## src/sv/dssu_pkg.sv

```systemverilog
// Shared constants and codes for the dual stack shared store unit.
`timescale 1ns / 1ps

package dssu_pkg;

   localparam int DEPTH_DEFAULT = 16;
   localparam int MAX_RESULTS   = 16;
   localparam int WORD_W        = 32;
   localparam int FUNC_W        = 3;
   localparam int STATUS_W      = 2;
   localparam int LEN_W         = $clog2(MAX_RESULTS + 1);
   localparam int QUEUE_DEPTH   = 2;

   localparam logic [FUNC_W-1:0] FUNC_PUSH_A = 3'd0;
   localparam logic [FUNC_W-1:0] FUNC_PUSH_B = 3'd1;
   localparam logic [FUNC_W-1:0] FUNC_POP_A  = 3'd2;
   localparam logic [FUNC_W-1:0] FUNC_POP_B  = 3'd3;
   localparam logic [FUNC_W-1:0] FUNC_LIST_A = 3'd4;
   localparam logic [FUNC_W-1:0] FUNC_LIST_B = 3'd5;

   localparam logic [STATUS_W-1:0] STATUS_OK        = 2'd0;
   localparam logic [STATUS_W-1:0] STATUS_OVERFLOW  = 2'd1;
   localparam logic [STATUS_W-1:0] STATUS_UNDERFLOW = 2'd2;
   localparam logic [STATUS_W-1:0] STATUS_EMPTY     = 2'd3;

   // Command kinds handed from the front end to the back end.
   localparam logic [1:0] KIND_REPLY = 2'd0;
   localparam logic [1:0] KIND_WRITE = 2'd1;
   localparam logic [1:0] KIND_READ  = 2'd2;

endpackage

```

## src/sv/dssu_ram.sv

```systemverilog
// Generic single write port RAM with one registered read port.
`timescale 1ns / 1ps

module dssu_ram #(
   parameter int WIDTH = 32,
   parameter int DEPTH = 16
) (
   input  logic                     clock,
   input  logic                     wr_en,
   input  logic [$clog2(DEPTH)-1:0] wr_addr,
   input  logic [WIDTH-1:0]         wr_data,
   input  logic [$clog2(DEPTH)-1:0] rd_addr,
   output logic [WIDTH-1:0]         rd_data
);

   logic [WIDTH-1:0] mem_ff [DEPTH];
   logic [WIDTH-1:0] rd_data_ff;

   always_ff @(posedge clock) begin
      if (wr_en) begin
         mem_ff[wr_addr] <= wr_data;
      end
      rd_data_ff <= mem_ff[rd_addr];
   end

   assign rd_data = rd_data_ff;

endmodule

```

## src/sv/dssu_queue.sv

```systemverilog
// Short command queue between the front end and the back end.
`timescale 1ns / 1ps

module dssu_queue #(
   parameter int WIDTH = 8
) (
   input  logic             clock,
   input  logic             reset,
   input  logic             push_valid,
   output logic             push_ready,
   input  logic [WIDTH-1:0] push_data,
   output logic             pop_valid,
   input  logic             pop_ready,
   output logic [WIDTH-1:0] pop_data
);

   localparam int QD = dssu_pkg::QUEUE_DEPTH;
   localparam int PW = (QD > 1) ? $clog2(QD) : 1;
   localparam int CW = $clog2(QD + 1);

   logic [WIDTH-1:0] slot_ff [QD];
   logic [PW-1:0]    wr_ptr_ff, wr_ptr_in;
   logic [PW-1:0]    rd_ptr_ff, rd_ptr_in;
   logic [CW-1:0]    fill_ff, fill_in;
   logic             do_push, do_pop;

   assign push_ready = (fill_ff != CW'(QD));
   assign pop_valid  = (fill_ff != '0);
   assign pop_data   = slot_ff[rd_ptr_ff];
   assign do_push    = push_valid && push_ready;
   assign do_pop     = pop_valid && pop_ready;

   always_comb begin
      wr_ptr_in = wr_ptr_ff;
      rd_ptr_in = rd_ptr_ff;
      fill_in   = fill_ff;
      if (do_push) begin
         wr_ptr_in = (wr_ptr_ff == PW'(QD - 1)) ? '0 : wr_ptr_ff + PW'(1);
      end
      if (do_pop) begin
         rd_ptr_in = (rd_ptr_ff == PW'(QD - 1)) ? '0 : rd_ptr_ff + PW'(1);
      end
      if (do_push && !do_pop) begin
         fill_in = fill_ff + CW'(1);
      end else if (do_pop && !do_push) begin
         fill_in = fill_ff - CW'(1);
      end
   end

   always_ff @(posedge clock) begin
      if (reset) begin
         wr_ptr_ff <= '0;
         rd_ptr_ff <= '0;
         fill_ff   <= '0;
      end else begin
         wr_ptr_ff <= wr_ptr_in;
         rd_ptr_ff <= rd_ptr_in;
         fill_ff   <= fill_in;
      end
   end

   always_ff @(posedge clock) begin
      if (do_push) begin
         slot_ff[wr_ptr_ff] <= push_data;
      end
   end

endmodule

```

## src/sv/dssu_front.sv

```systemverilog
// Front end: accepts request words, tracks stack depths, builds commands.
`timescale 1ns / 1ps

module dssu_front #(
   parameter int DEPTH = dssu_pkg::DEPTH_DEFAULT
) (
   input  logic                                 clock,
   input  logic                                 reset,
   input  logic                                 req_valid,
   output logic                                 req_ready,
   input  logic [dssu_pkg::FUNC_W-1:0]          req_func,
   input  logic signed [dssu_pkg::WORD_W-1:0]   req_push_value,
   output logic                                 cmd_valid,
   input  logic                                 cmd_ready,
   output logic [2+dssu_pkg::STATUS_W+$clog2(DEPTH)+dssu_pkg::LEN_W+1+dssu_pkg::WORD_W-1:0]
                                                cmd_data
);

   localparam int AW = $clog2(DEPTH);
   localparam int CW = $clog2(DEPTH + 1);

   typedef struct packed {
      logic [1:0]                    kind;
      logic [dssu_pkg::STATUS_W-1:0] status;
      logic [AW-1:0]                 addr;
      logic [dssu_pkg::LEN_W-1:0]    len;
      logic                          down;
      logic [dssu_pkg::WORD_W-1:0]   wdata;
   } cmd_type;

   logic [CW-1:0]          count_a_ff, count_a_in;
   logic [CW-1:0]          count_b_ff, count_b_in;
   logic [CW:0]            sum;
   logic                   full;
   logic                   known;
   logic                   accept;
   cmd_type                cmd;
   logic [dssu_pkg::LEN_W-1:0] len_a, len_b;

   assign sum    = {1'b0, count_a_ff} + {1'b0, count_b_ff};
   assign full   = (sum >= (CW + 1)'(DEPTH));
   assign known  = (req_func <= dssu_pkg::FUNC_LIST_B);
   assign accept = req_valid && req_ready;

   // Unknown codes are taken and dropped, so ready follows the queue only.
   assign req_ready = cmd_ready;
   assign cmd_valid = req_valid && known;
   assign cmd_data  = cmd;

   assign len_a = (32'(count_a_ff) > 32'(dssu_pkg::MAX_RESULTS)) ?
                  dssu_pkg::LEN_W'(dssu_pkg::MAX_RESULTS) : dssu_pkg::LEN_W'(count_a_ff);
   assign len_b = (32'(count_b_ff) > 32'(dssu_pkg::MAX_RESULTS)) ?
                  dssu_pkg::LEN_W'(dssu_pkg::MAX_RESULTS) : dssu_pkg::LEN_W'(count_b_ff);

   always_comb begin
      cmd.kind   = dssu_pkg::KIND_REPLY;
      cmd.status = dssu_pkg::STATUS_OK;
      cmd.addr   = '0;
      cmd.len    = dssu_pkg::LEN_W'(1);
      cmd.down   = 1'b0;
      cmd.wdata  = req_push_value;
      count_a_in = count_a_ff;
      count_b_in = count_b_ff;
      unique case (req_func)
         dssu_pkg::FUNC_PUSH_A: begin
            if (full) begin
               cmd.status = dssu_pkg::STATUS_OVERFLOW;
            end else begin
               cmd.kind   = dssu_pkg::KIND_WRITE;
               cmd.addr   = AW'(count_a_ff);
               count_a_in = count_a_ff + CW'(1);
            end
         end
         dssu_pkg::FUNC_PUSH_B: begin
            if (full) begin
               cmd.status = dssu_pkg::STATUS_OVERFLOW;
            end else begin
               cmd.kind   = dssu_pkg::KIND_WRITE;
               cmd.addr   = AW'(CW'(DEPTH - 1) - count_b_ff);
               count_b_in = count_b_ff + CW'(1);
            end
         end
         dssu_pkg::FUNC_POP_A: begin
            if (count_a_ff == '0) begin
               cmd.status = dssu_pkg::STATUS_UNDERFLOW;
            end else begin
               cmd.kind   = dssu_pkg::KIND_READ;
               cmd.addr   = AW'(count_a_ff - CW'(1));
               count_a_in = count_a_ff - CW'(1);
            end
         end
         dssu_pkg::FUNC_POP_B: begin
            if (count_b_ff == '0) begin
               cmd.status = dssu_pkg::STATUS_UNDERFLOW;
            end else begin
               cmd.kind   = dssu_pkg::KIND_READ;
               cmd.addr   = AW'(CW'(DEPTH) - count_b_ff);
               count_b_in = count_b_ff - CW'(1);
            end
         end
         dssu_pkg::FUNC_LIST_A: begin
            if (count_a_ff == '0) begin
               cmd.status = dssu_pkg::STATUS_EMPTY;
            end else begin
               cmd.kind = dssu_pkg::KIND_READ;
               cmd.addr = AW'(count_a_ff - CW'(1));
               cmd.len  = len_a;
               cmd.down = 1'b1;
            end
         end
         dssu_pkg::FUNC_LIST_B: begin
            if (count_b_ff == '0) begin
               cmd.status = dssu_pkg::STATUS_EMPTY;
            end else begin
               cmd.kind = dssu_pkg::KIND_READ;
               cmd.addr = AW'(CW'(DEPTH) - count_b_ff);
               cmd.len  = len_b;
            end
         end
         default: begin
            cmd.kind = dssu_pkg::KIND_REPLY;
         end
      endcase
   end

   always_ff @(posedge clock) begin
      if (reset) begin
         count_a_ff <= '0;
         count_b_ff <= '0;
      end else if (accept) begin
         count_a_ff <= count_a_in;
         count_b_ff <= count_b_in;
      end
   end

endmodule

```

## src/sv/dssu_back.sv

```systemverilog
// Back end: executes commands against the store and drives the response word.
`timescale 1ns / 1ps

module dssu_back #(
   parameter int DEPTH = dssu_pkg::DEPTH_DEFAULT
) (
   input  logic                                 clock,
   input  logic                                 reset,
   input  logic                                 cmd_valid,
   output logic                                 cmd_ready,
   input  logic [2+dssu_pkg::STATUS_W+$clog2(DEPTH)+dssu_pkg::LEN_W+1+dssu_pkg::WORD_W-1:0]
                                                cmd_data,
   output logic                                 wr_en,
   output logic [$clog2(DEPTH)-1:0]             wr_addr,
   output logic [dssu_pkg::WORD_W-1:0]          wr_data,
   output logic [$clog2(DEPTH)-1:0]             rd_addr,
   input  logic [dssu_pkg::WORD_W-1:0]          rd_data,
   output logic                                 rsp_valid,
   input  logic                                 rsp_ready,
   output logic signed [dssu_pkg::WORD_W-1:0]   rsp_data_value,
   output logic [dssu_pkg::STATUS_W-1:0]        rsp_status,
   output logic                                 rsp_last
);

   localparam int AW = $clog2(DEPTH);

   localparam logic ST_IDLE = 1'b0;
   localparam logic ST_READ = 1'b1;

   typedef struct packed {
      logic [1:0]                    kind;
      logic [dssu_pkg::STATUS_W-1:0] status;
      logic [AW-1:0]                 addr;
      logic [dssu_pkg::LEN_W-1:0]    len;
      logic                          down;
      logic [dssu_pkg::WORD_W-1:0]   wdata;
   } cmd_type;

   cmd_type                       cmd;
   logic                          state_ff, state_in;
   logic [AW-1:0]                 addr_ff, addr_in, addr_next;
   logic [dssu_pkg::LEN_W-1:0]    left_ff, left_in;
   logic                          down_ff, down_in;
   logic                          rsp_valid_ff, rsp_valid_in;
   logic [dssu_pkg::WORD_W-1:0]   rsp_data_ff, rsp_data_in;
   logic [dssu_pkg::STATUS_W-1:0] rsp_status_ff, rsp_status_in;
   logic                          rsp_last_ff, rsp_last_in;
   logic                          out_free;
   logic                          take;
   logic                          load;

   assign cmd       = cmd_type'(cmd_data);
   assign out_free  = !rsp_valid_ff || rsp_ready;
   assign cmd_ready = (state_ff == ST_IDLE) && out_free;
   assign take      = cmd_valid && cmd_ready;
   assign addr_next = down_ff ? addr_ff - AW'(1) : addr_ff + AW'(1);

   assign wr_addr = cmd.addr;
   assign wr_data = cmd.wdata;

   always_comb begin
      state_in      = state_ff;
      addr_in       = addr_ff;
      left_in       = left_ff;
      down_in       = down_ff;
      load          = 1'b0;
      rsp_data_in   = rsp_data_ff;
      rsp_status_in = rsp_status_ff;
      rsp_last_in   = rsp_last_ff;
      wr_en         = 1'b0;
      rd_addr       = cmd.addr;
      unique case (state_ff)
         ST_IDLE: begin
            if (take) begin
               unique case (cmd.kind)
                  dssu_pkg::KIND_WRITE: begin
                     wr_en         = 1'b1;
                     load          = 1'b1;
                     rsp_data_in   = '0;
                     rsp_status_in = dssu_pkg::STATUS_OK;
                     rsp_last_in   = 1'b1;
                  end
                  dssu_pkg::KIND_READ: begin
                     addr_in  = cmd.addr;
                     left_in  = cmd.len;
                     down_in  = cmd.down;
                     state_in = ST_READ;
                  end
                  default: begin
                     load          = 1'b1;
                     rsp_data_in   = '0;
                     rsp_status_in = cmd.status;
                     rsp_last_in   = 1'b1;
                  end
               endcase
            end
         end
         default: begin
            // Hold the read address while stalled so the RAM output stays put.
            rd_addr = addr_ff;
            if (out_free) begin
               load          = 1'b1;
               rsp_data_in   = rd_data;
               rsp_status_in = dssu_pkg::STATUS_OK;
               rsp_last_in   = (left_ff == dssu_pkg::LEN_W'(1));
               if (left_ff == dssu_pkg::LEN_W'(1)) begin
                  state_in = ST_IDLE;
               end else begin
                  rd_addr = addr_next;
                  addr_in = addr_next;
                  left_in = left_ff - dssu_pkg::LEN_W'(1);
               end
            end
         end
      endcase
      if (load) begin
         rsp_valid_in = 1'b1;
      end else if (rsp_ready) begin
         rsp_valid_in = 1'b0;
      end else begin
         rsp_valid_in = rsp_valid_ff;
      end
   end

   always_ff @(posedge clock) begin
      if (reset) begin
         state_ff     <= ST_IDLE;
         rsp_valid_ff <= 1'b0;
         left_ff      <= '0;
      end else begin
         state_ff     <= state_in;
         rsp_valid_ff <= rsp_valid_in;
         left_ff      <= left_in;
      end
   end

   always_ff @(posedge clock) begin
      addr_ff       <= addr_in;
      down_ff       <= down_in;
      rsp_data_ff   <= rsp_data_in;
      rsp_status_ff <= rsp_status_in;
      rsp_last_ff   <= rsp_last_in;
   end

   assign rsp_valid      = rsp_valid_ff;
   assign rsp_data_value = rsp_data_ff;
   assign rsp_status     = rsp_status_ff;
   assign rsp_last       = rsp_last_ff;

   a_write_only_idle: assert property (@(posedge clock) disable iff (reset)
      wr_en |-> (state_ff == ST_IDLE))
      else $error("store written during a read burst");

   a_read_has_work: assert property (@(posedge clock) disable iff (reset)
      (state_ff == ST_READ) |-> (left_ff != '0))
      else $error("read burst with nothing left");

   a_burst_ends: assert property (@(posedge clock) disable iff (reset)
      (state_ff == ST_READ && out_free && left_ff == dssu_pkg::LEN_W'(1))
      |=> (state_ff == ST_IDLE && rsp_valid_ff && rsp_last_ff))
      else $error("final burst word not marked last");

   a_error_zero_data: assert property (@(posedge clock) disable iff (reset)
      (rsp_valid_ff && rsp_status_ff != dssu_pkg::STATUS_OK) |-> (rsp_data_ff == '0))
      else $error("error response carries data");

endmodule

```

## src/sv/dual_stack_shared_store_unit.sv

```systemverilog
// Top level of the dual stack shared store unit.
`timescale 1ns / 1ps

// Two stacks in one store of DEPTH words: stack A grows up from entry 0,
// stack B grows down from entry DEPTH-1.
// Request channel (req_*): one word per operation in req_func (push A/B,
// pop A/B, list A/B) with req_push_value used by pushes. Codes 6 and 7 are
// taken and dropped without a response.
// Response channel (rsp_*): one word per push or pop, carrying rsp_status
// (ok, overflow, underflow, empty) and rsp_data_value; a list streams its
// stack from top to bottom, at most 16 words, with rsp_last on the final one.
// Response path: a push or any error response passes through the command queue
// and the response register; a pop and each word of a list also pass through
// the store's registered read. List words then follow one per cycle unless rsp_ready stalls them.
// Throughput: the front end takes one request per cycle while the two-entry
// command queue has room; the back end can take its next command straight after
// a push or error, but a pop or list holds it in its read state until its final word.
// Reset: both stack depths go to zero and the queue empties; store contents
// are left undefined, and no clearing pass is needed.
// Stalls: when rsp_ready is low the response word holds, the back end stops
// and the queue fills, after which req_ready drops.
module dual_stack_shared_store_unit #(
   parameter int DEPTH = dssu_pkg::DEPTH_DEFAULT
) (
   input  logic                               clock,
   input  logic                               reset,
   input  logic                               req_valid,
   output logic                               req_ready,
   input  logic [dssu_pkg::FUNC_W-1:0]        req_func,
   input  logic signed [dssu_pkg::WORD_W-1:0] req_push_value,
   output logic                               rsp_valid,
   input  logic                               rsp_ready,
   output logic signed [dssu_pkg::WORD_W-1:0] rsp_data_value,
   output logic [dssu_pkg::STATUS_W-1:0]      rsp_status,
   output logic                               rsp_last
);

   localparam int AW = $clog2(DEPTH);

   // Command word from the front end; the same layout is declared in both ends.
   typedef struct packed {
      logic [1:0]                    kind;
      logic [dssu_pkg::STATUS_W-1:0] status;
      logic [AW-1:0]                 addr;
      logic [dssu_pkg::LEN_W-1:0]    len;
      logic                          down;
      logic [dssu_pkg::WORD_W-1:0]   wdata;
   } cmd_type;

   logic                         f_cmd_valid, f_cmd_ready;
   cmd_type                      f_cmd;
   logic                         b_cmd_valid, b_cmd_ready;
   cmd_type                      b_cmd;
   logic                         wr_en;
   logic [AW-1:0]                wr_addr, rd_addr;
   logic [dssu_pkg::WORD_W-1:0]  wr_data, rd_data;

   // Classify requests and track both stack depths.
   dssu_front #(.DEPTH(DEPTH)) u_front (
      .clock          (clock),
      .reset          (reset),
      .req_valid      (req_valid),
      .req_ready      (req_ready),
      .req_func       (req_func),
      .req_push_value (req_push_value),
      .cmd_valid      (f_cmd_valid),
      .cmd_ready      (f_cmd_ready),
      .cmd_data       (f_cmd)
   );

   // Decouple the two ends so each can stall on its own.
   dssu_queue #(.WIDTH($bits(cmd_type))) u_queue (
      .clock      (clock),
      .reset      (reset),
      .push_valid (f_cmd_valid),
      .push_ready (f_cmd_ready),
      .push_data  (f_cmd),
      .pop_valid  (b_cmd_valid),
      .pop_ready  (b_cmd_ready),
      .pop_data   (b_cmd)
   );

   // Execute commands in order against the store.
   dssu_back #(.DEPTH(DEPTH)) u_back (
      .clock          (clock),
      .reset          (reset),
      .cmd_valid      (b_cmd_valid),
      .cmd_ready      (b_cmd_ready),
      .cmd_data       (b_cmd),
      .wr_en          (wr_en),
      .wr_addr        (wr_addr),
      .wr_data        (wr_data),
      .rd_addr        (rd_addr),
      .rd_data        (rd_data),
      .rsp_valid      (rsp_valid),
      .rsp_ready      (rsp_ready),
      .rsp_data_value (rsp_data_value),
      .rsp_status     (rsp_status),
      .rsp_last       (rsp_last)
   );

   // Shared word store for both stacks.
   dssu_ram #(.WIDTH(dssu_pkg::WORD_W), .DEPTH(DEPTH)) u_store (
      .clock   (clock),
      .wr_en   (wr_en),
      .wr_addr (wr_addr),
      .wr_data (wr_data),
      .rd_addr (rd_addr),
      .rd_data (rd_data)
   );

endmodule
```

## config.mk

```make
export PLATFORM = sky130hd
export DESIGN_NAME = dual_stack_shared_store_unit
export DESIGN_NICKNAME = d
export VERILOG_FILES = /design/src/sv/dssu_pkg.sv /design/src/sv/dssu_ram.sv /design/src/sv/dssu_queue.sv /design/src/sv/dssu_front.sv /design/src/sv/dssu_back.sv /design/src/sv/dual_stack_shared_store_unit.sv
export SDC_FILE = /design/constraint.sdc
export NUM_CORES = 1
export LEC_CHECK = 0
export ABC_AREA = 0
export BUFFER_PORTS_ARGS = -buffer_cell sky130_fd_sc_hd__clkbuf_2
export CAP_MARGIN = 20
export CORE_ASPECT_RATIO = 0.8
export CORE_UTILIZATION = 40
export CTS_CLUSTER_SIZE = 28
export DETAILED_ROUTE_END_ITERATION = 16
export GPL_ROUTABILITY_DRIVEN = 1
export PLACE_DENSITY = 0.58
export REMOVE_ABC_BUFFERS = 1
export SLEW_MARGIN = 20
export SYNTH_ARGS = -nofsm -noshare
export SYNTH_HDL_FRONTEND = slang
export SYNTH_SLANG_ARGS = --single-unit
```

## constraint.sdc

```tcl
create_clock -name clock -period 9.4 [get_ports clock]
set_input_delay 1.88 -clock clock [delete_from_list [all_inputs] [get_ports clock]]
set_output_delay 1.88 -clock clock [all_outputs]
set_load 0.02 [all_outputs]
```

Yosys cells after proc, flatten, opt, wreduce, memory -nomap -nowiden. Memories as Yosys holds them, arrays and structs flattened. A register that Yosys moved wholly into a read port is not among the register bits. Cells that the tools add are included.

Register bits after elaboration: 61. RAM bits: 604. Input bits: 39. Output and inout bits: 37. Word-level logic and storage cells: 154. Memories: 2.

Add/subtract/negate cells: 14. $lt $le $gt $ge: 4. Equal/unequal tests: 16. Muxes and demuxes: 74. Bitwise logic cells: 1. Reduce and logical (&&, ||, !) cells: 30.

Memories: u_store.mem_ff (depth 16, bits a word 32, rd ports 1, clocked after Yosys merged registers in 1, wr ports 1, line dssu_ram.sv:16) `logic [WIDTH-1:0] mem_ff [DEPTH];`; u_queue.slot_ff (depth 2, bits a word 46, rd ports 1, clocked after Yosys merged registers in 1, wr ports 1, line dssu_queue.sv:21) `logic [WIDTH-1:0] slot_ff [QD];`.

Operators by type and width (count): 32-bit two-way mux (4); 5-bit two-way mux (11); 4-bit two-way mux (11); 6-bit case mux with 6 select lines (1); 5-bit case mux with 2 select lines (3); 1-bit two-way mux (29); 2-bit two-way mux (11); 5-bit by 1-bit subtractor with 5-bit output (second input constant) (3); 2-bit != test (second input constant) (7); 2-bit nonzero test (7); 4-bit AND reduction (3); 5-bit by 1-bit adder with 5-bit output (second input constant) (2); 5-bit greater-than comparator (second input constant) (2); 5-bit logical NOT (2); 10-bit two-way mux (1); 9-bit two-way mux (1); 1-bit logical AND (7); 5-bit by 5-bit adder with 6-bit output (1); 3-bit by 2-bit equality test with 1-bit output (second input constant) (2); 3-bit equality test (second input constant) (2); 6-bit by 5-bit greater-or-equal comparator with 1-bit output (second input constant) (1); 2-bit case mux with 3 select lines (1); 3-bit AND reduction (2); 2-bit OR reduction (3); 19 further kinds (22).

Depth between registers and ports, before layout.
Word-level depth: 8. Depth in mapped cells: 12.

Hierarchy. A second synthesis with hierarchy kept.

Cells, all modules: 1401. Area, all modules: 27330.0 µm².

Modules (own cells, without submodules): dssu_ram (instances 1, cells an instance 838, area an instance 19835.3 µm²); dssu_queue (instances 1, cells an instance 167, area an instance 3538.4 µm²); dssu_back (instances 1, cells an instance 204, area an instance 2411.1 µm²); dssu_front (instances 1, cells an instance 192, area an instance 1545.2 µm²).

Worst setup path after synthesis. Ideal clock, no wire load.

Path kind: input to register. From: input req_func[2] (netlist name). To: memory u_queue.slot_ff[0][0] (netlist name), enable pin. Setup time: 0.455 ns. Arrival: 4.453 ns. Required time: 8.945 ns. Path slack: 4.492 ns. Stages: 3. Path buffers: 1. Cell sequence: clkbuf_1 -> a21oi_1 -> nor2b_1.

Cells in the longest elaborated chain, start to end: 5.

Ends and longest elaborated chain: start, declared (line dual_stack_shared_store_unit.sv:29) `input logic [dssu_pkg::FUNC_W-1:0] req_func,`; 3-bit less-or-equal comparator (line dssu_front.sv:42) `assign known = (req_func <= dssu_pkg::FUNC_LIST_B);`; 1-bit logical AND (line dssu_front.sv:47) `assign cmd_valid = req_valid && known;`; 1-bit logical AND (line dssu_queue.sv:30) `assign do_push = push_valid && push_ready;`; named net u_queue.do_push (line dssu_queue.sv:25) `logic do_push, do_pop;`; 1-bit two-way mux (line dssu_queue.sv:63) `if (do_push) begin`; 1-bit two-way mux (not written as such) (line dssu_queue.sv:64) `slot_ff[wr_ptr_ff] <= push_data;`; end, declared (line dssu_queue.sv:21).

The timed path passes the listed nets, and every way through them passes these cells.

Worst setup path after layout.
From: input rsp_ready. To: register u_store.rd_data_ff[17], in the netlist u_store.rd_data[17], read port of u_store.mem_ff.

Cells in the longest elaborated chain, start to end: 3.

Ends and longest elaborated chain: start, declared (line dual_stack_shared_store_unit.sv:32) `input logic rsp_ready,`; 1-bit logical OR (line dssu_back.sv:53) `assign out_free = !rsp_valid_ff || rsp_ready;`; 4-bit two-way mux; 4-bit two-way mux (line dssu_back.sv:72) `unique case (state_ff)`; end, declared (line dssu_ram.sv:17) `logic [WIDTH-1:0] rd_data_ff;`.

Every way passes these cells. A chain may end at the register's enable or synchronous reset.

==> out/results.txt <==
largest net degree at the start of global routing = 139
CTS resizes = 0
# hold bufs at CTS = 0
Ys Warns = 0
Placed Area = 29500 um2
root buf cell = clkbuf_16
initial antenna violation count = 0
syn_area_per_cell = 17.7 um2
sequential area share after synthesis = 72.3%
Fin Hold WS = 0.509 ns
crit path DAT = 5.16 ns
setup ws final = 4.71 ns
share of cells above drive strength 1 = 16.1%
total length of routed wires = 55900 um
RSZ-0062 raised after global routing = false
crit path capture type = register
Post-Synth Adder-Cell Area = 0.886%
Leak = 11.5 nW
Yosys top cell by area = edfxtp_1
Core ar. = 69300 um2
Tot Pwr = 9.13 mW
Sink Count = 698
slew at the pin closest to its max-slew limit = 1.08 ns
FMAX = 213 MHz
minimum clock period = 4.69 ns
Pwr Density = 287 nW/um2
Clock Latency Late Sink = 0.61 ns
port bufs = 75
drt initial violations = 791
die height = 240 um
Bufs on Longest Clock Path = 3
Post-synth EDFFs = 644
CTS tree = built
DP Worst Slack = 4.09 ns
Post-Layout Inst Area = 31800 um2
ANT nets after route = 0
Max Cap Violations = 0
number of setup buffers added after CTS = 0
number of global-route vias before repair = 13900
DR vias/cell = 5.05
DRC = 0
DR pass1 iterations = 5
Seq. cell area = 20400 um2
Final Setup Violations = 0
Syn-to-layout area delta = 12.6%
post-synthesis cell area = 28200 um2
fin. max-slew vios = 0
Distinct cells, synth = 57
Crit Path Max Fanout = 138
Startpoint Class = input pin
Yosys top cell area share = 68.5%
Synth top cells by count = edfxtp_1, mux2i_1, nor2_1
HPWL Detailed = 28800 um
fin crit share = 49.9%
flops & latches, synth = 698
Initial Util = 40.8%
post-synthesis simple-gate area fraction = 2.78%
Compound-Gate Fraction of Synth Area = 1.63%
IR drop worst, VDD = 0.000254 V
worst clock skew = 0.0196 ns
combinational family with the most area after synthesis = multiplexers
mux cell area share after synthesis = 18.8%
clk slew on worst S/H paths = 0.06 ns
row count = 86
total global routing overflow = 0
most common cell in the netlist = edfxtp_1
hold violation count in the final report = 0
DIE AREA = 71700 um2
WL/cell = 20.9 um
die width = 299 um
Setup TNS = 0 ns
post-synthesis xor/xnor area fraction = 0.682%
n_diodes = 0
H-Tree Level Count = 3
GP Congestion = 0.742
global-route wire length before repair = 84900 um
Slew headroom = 27.9%
class of the most critical hold timing path = reg2reg
multi-input logic area = 7180 um2
I/O Pins = 76
Cells after Synth = 1591
fin nets = 1749
CTS buffer count = 72
via total after detailed routing = 13500
total track usage = 15.9%
status = completed
ys async rst share = 0%
Fillers = 5917
Setup CP Type = in2reg
largest cells by area after synthesis = edfxtp_1, mux2i_1, dfxtp_1
Post-synth top flop = edfxtp_1
WP data required = 9.86 ns
[report_power, final]
group | leakage [nW] | internal [mW] | total [mW] | switching [mW]
Sequential | 6.29 | 3.88 | 3.99 | 0.112
Clock | 1.14 | 1.66 | 2.82 | 1.16
Combinational | 4.04 | 0.941 | 2.32 | 1.38
[metal layers]
layer | vias to the layer above | wire, um | global-route usage, %
li1 | 6321 | - | -
met1 | 6841 | 25500 | 21.0
met2 | 237 | 27000 | 26.7
met3 | 94 | 2180 | 2.85
met4 | 0 | 1290 | 4.73
met5 | - | 0 | 0
[critical path, cell delays in order]
cell	delay (ns)
clkbuf_2	0.08
nor2b_1	0.57
nand3b_2	0.25
a31o_4	0.72
buf_12	0.75
mux2i_1	0.27
mux2i_1	0.10
mux2i_1	0.24
mux2i_1	0.09
[layout make-up]
| cell class | count | area share (%) |
|---|---|---|
| sequential | 698 | 64.2 |
| clock inverter | 36 | 1.07 |
| timing repair buffer | 103 | 1.92 |
| tap | 924 | 3.64 |
| clock buffer | 96 | 6.28 |
| multi-input combinational | 795 | 22.6 |
| inverter | 22 | 0.260 |
[metrics by stage]
step	std cells	util, %
final	2674	45.9
after global routing	2674	45.9
after CTS	2674	45.9
after detailed placement	2542	42.5
after global placement	2542	42.5
after floorplan	1515	-
[sequential cells by signal (all words and copies together), names as in the netlist, 2 cells and up, named ones only]
name                   count
u_front.count_b_ff         5
u_back.rsp_data_value     32
u_queue.slot_ff           92
u_store.rd_data           32
u_queue.fill_ff            2
u_front.count_a_ff         5
u_store.mem_ff           512
u_back.rsp_status          2
u_back.addr_ff             4
u_back.left_ff             5
[worst paths after layout]
kind / from / endpoint / slack, ns / cells after the start
max reg2reg: register / u_store.rd_data[17]$_DFF_P_ / 5.12 / 9
min reg2reg: u_store.rd_data[27]$_DFF_P_ / u_back.rsp_data_value[27]$_SDFFCE_PN0P_ / 0.51 / 1
max: rsp_ready / u_store.rd_data[17]$_DFF_P_ / 4.71 / 9
min: u_store.rd_data[27]$_DFF_P_ / u_back.rsp_data_value[27]$_SDFFCE_PN0P_ / 0.51 / 1
[cell usage in the layout, fill, tap and decap left out, drive strengths merged, types with 5 or more instances in the layout]
cell	n
xor2	8
nor2	57
xnor2	14
ha	16
nor3	7
edfxtp	644
nand2	35
a21oi	21
mux2	37
nand2b	6
clkbuf	171
o21ai	14
and2	34
dfxtp	54
buf	28
bufinv	6
inv	27
clkinv	23
o211ai	5
mux2i	490
[cells by family after synthesis]
| family | count (synthesis) |
|---|---|
| XOR/XNOR | 22 |
| buffers and inverters | 98 |
| adder cells (fa/ha/maj) | 19 |
| multiplexers | 527 |
| AO/OA/AOI/OAI | 68 |
| AND/OR/NAND/NOR | 159 |
| flip-flops | 698 |
Power figures use the tool's default switching activity.
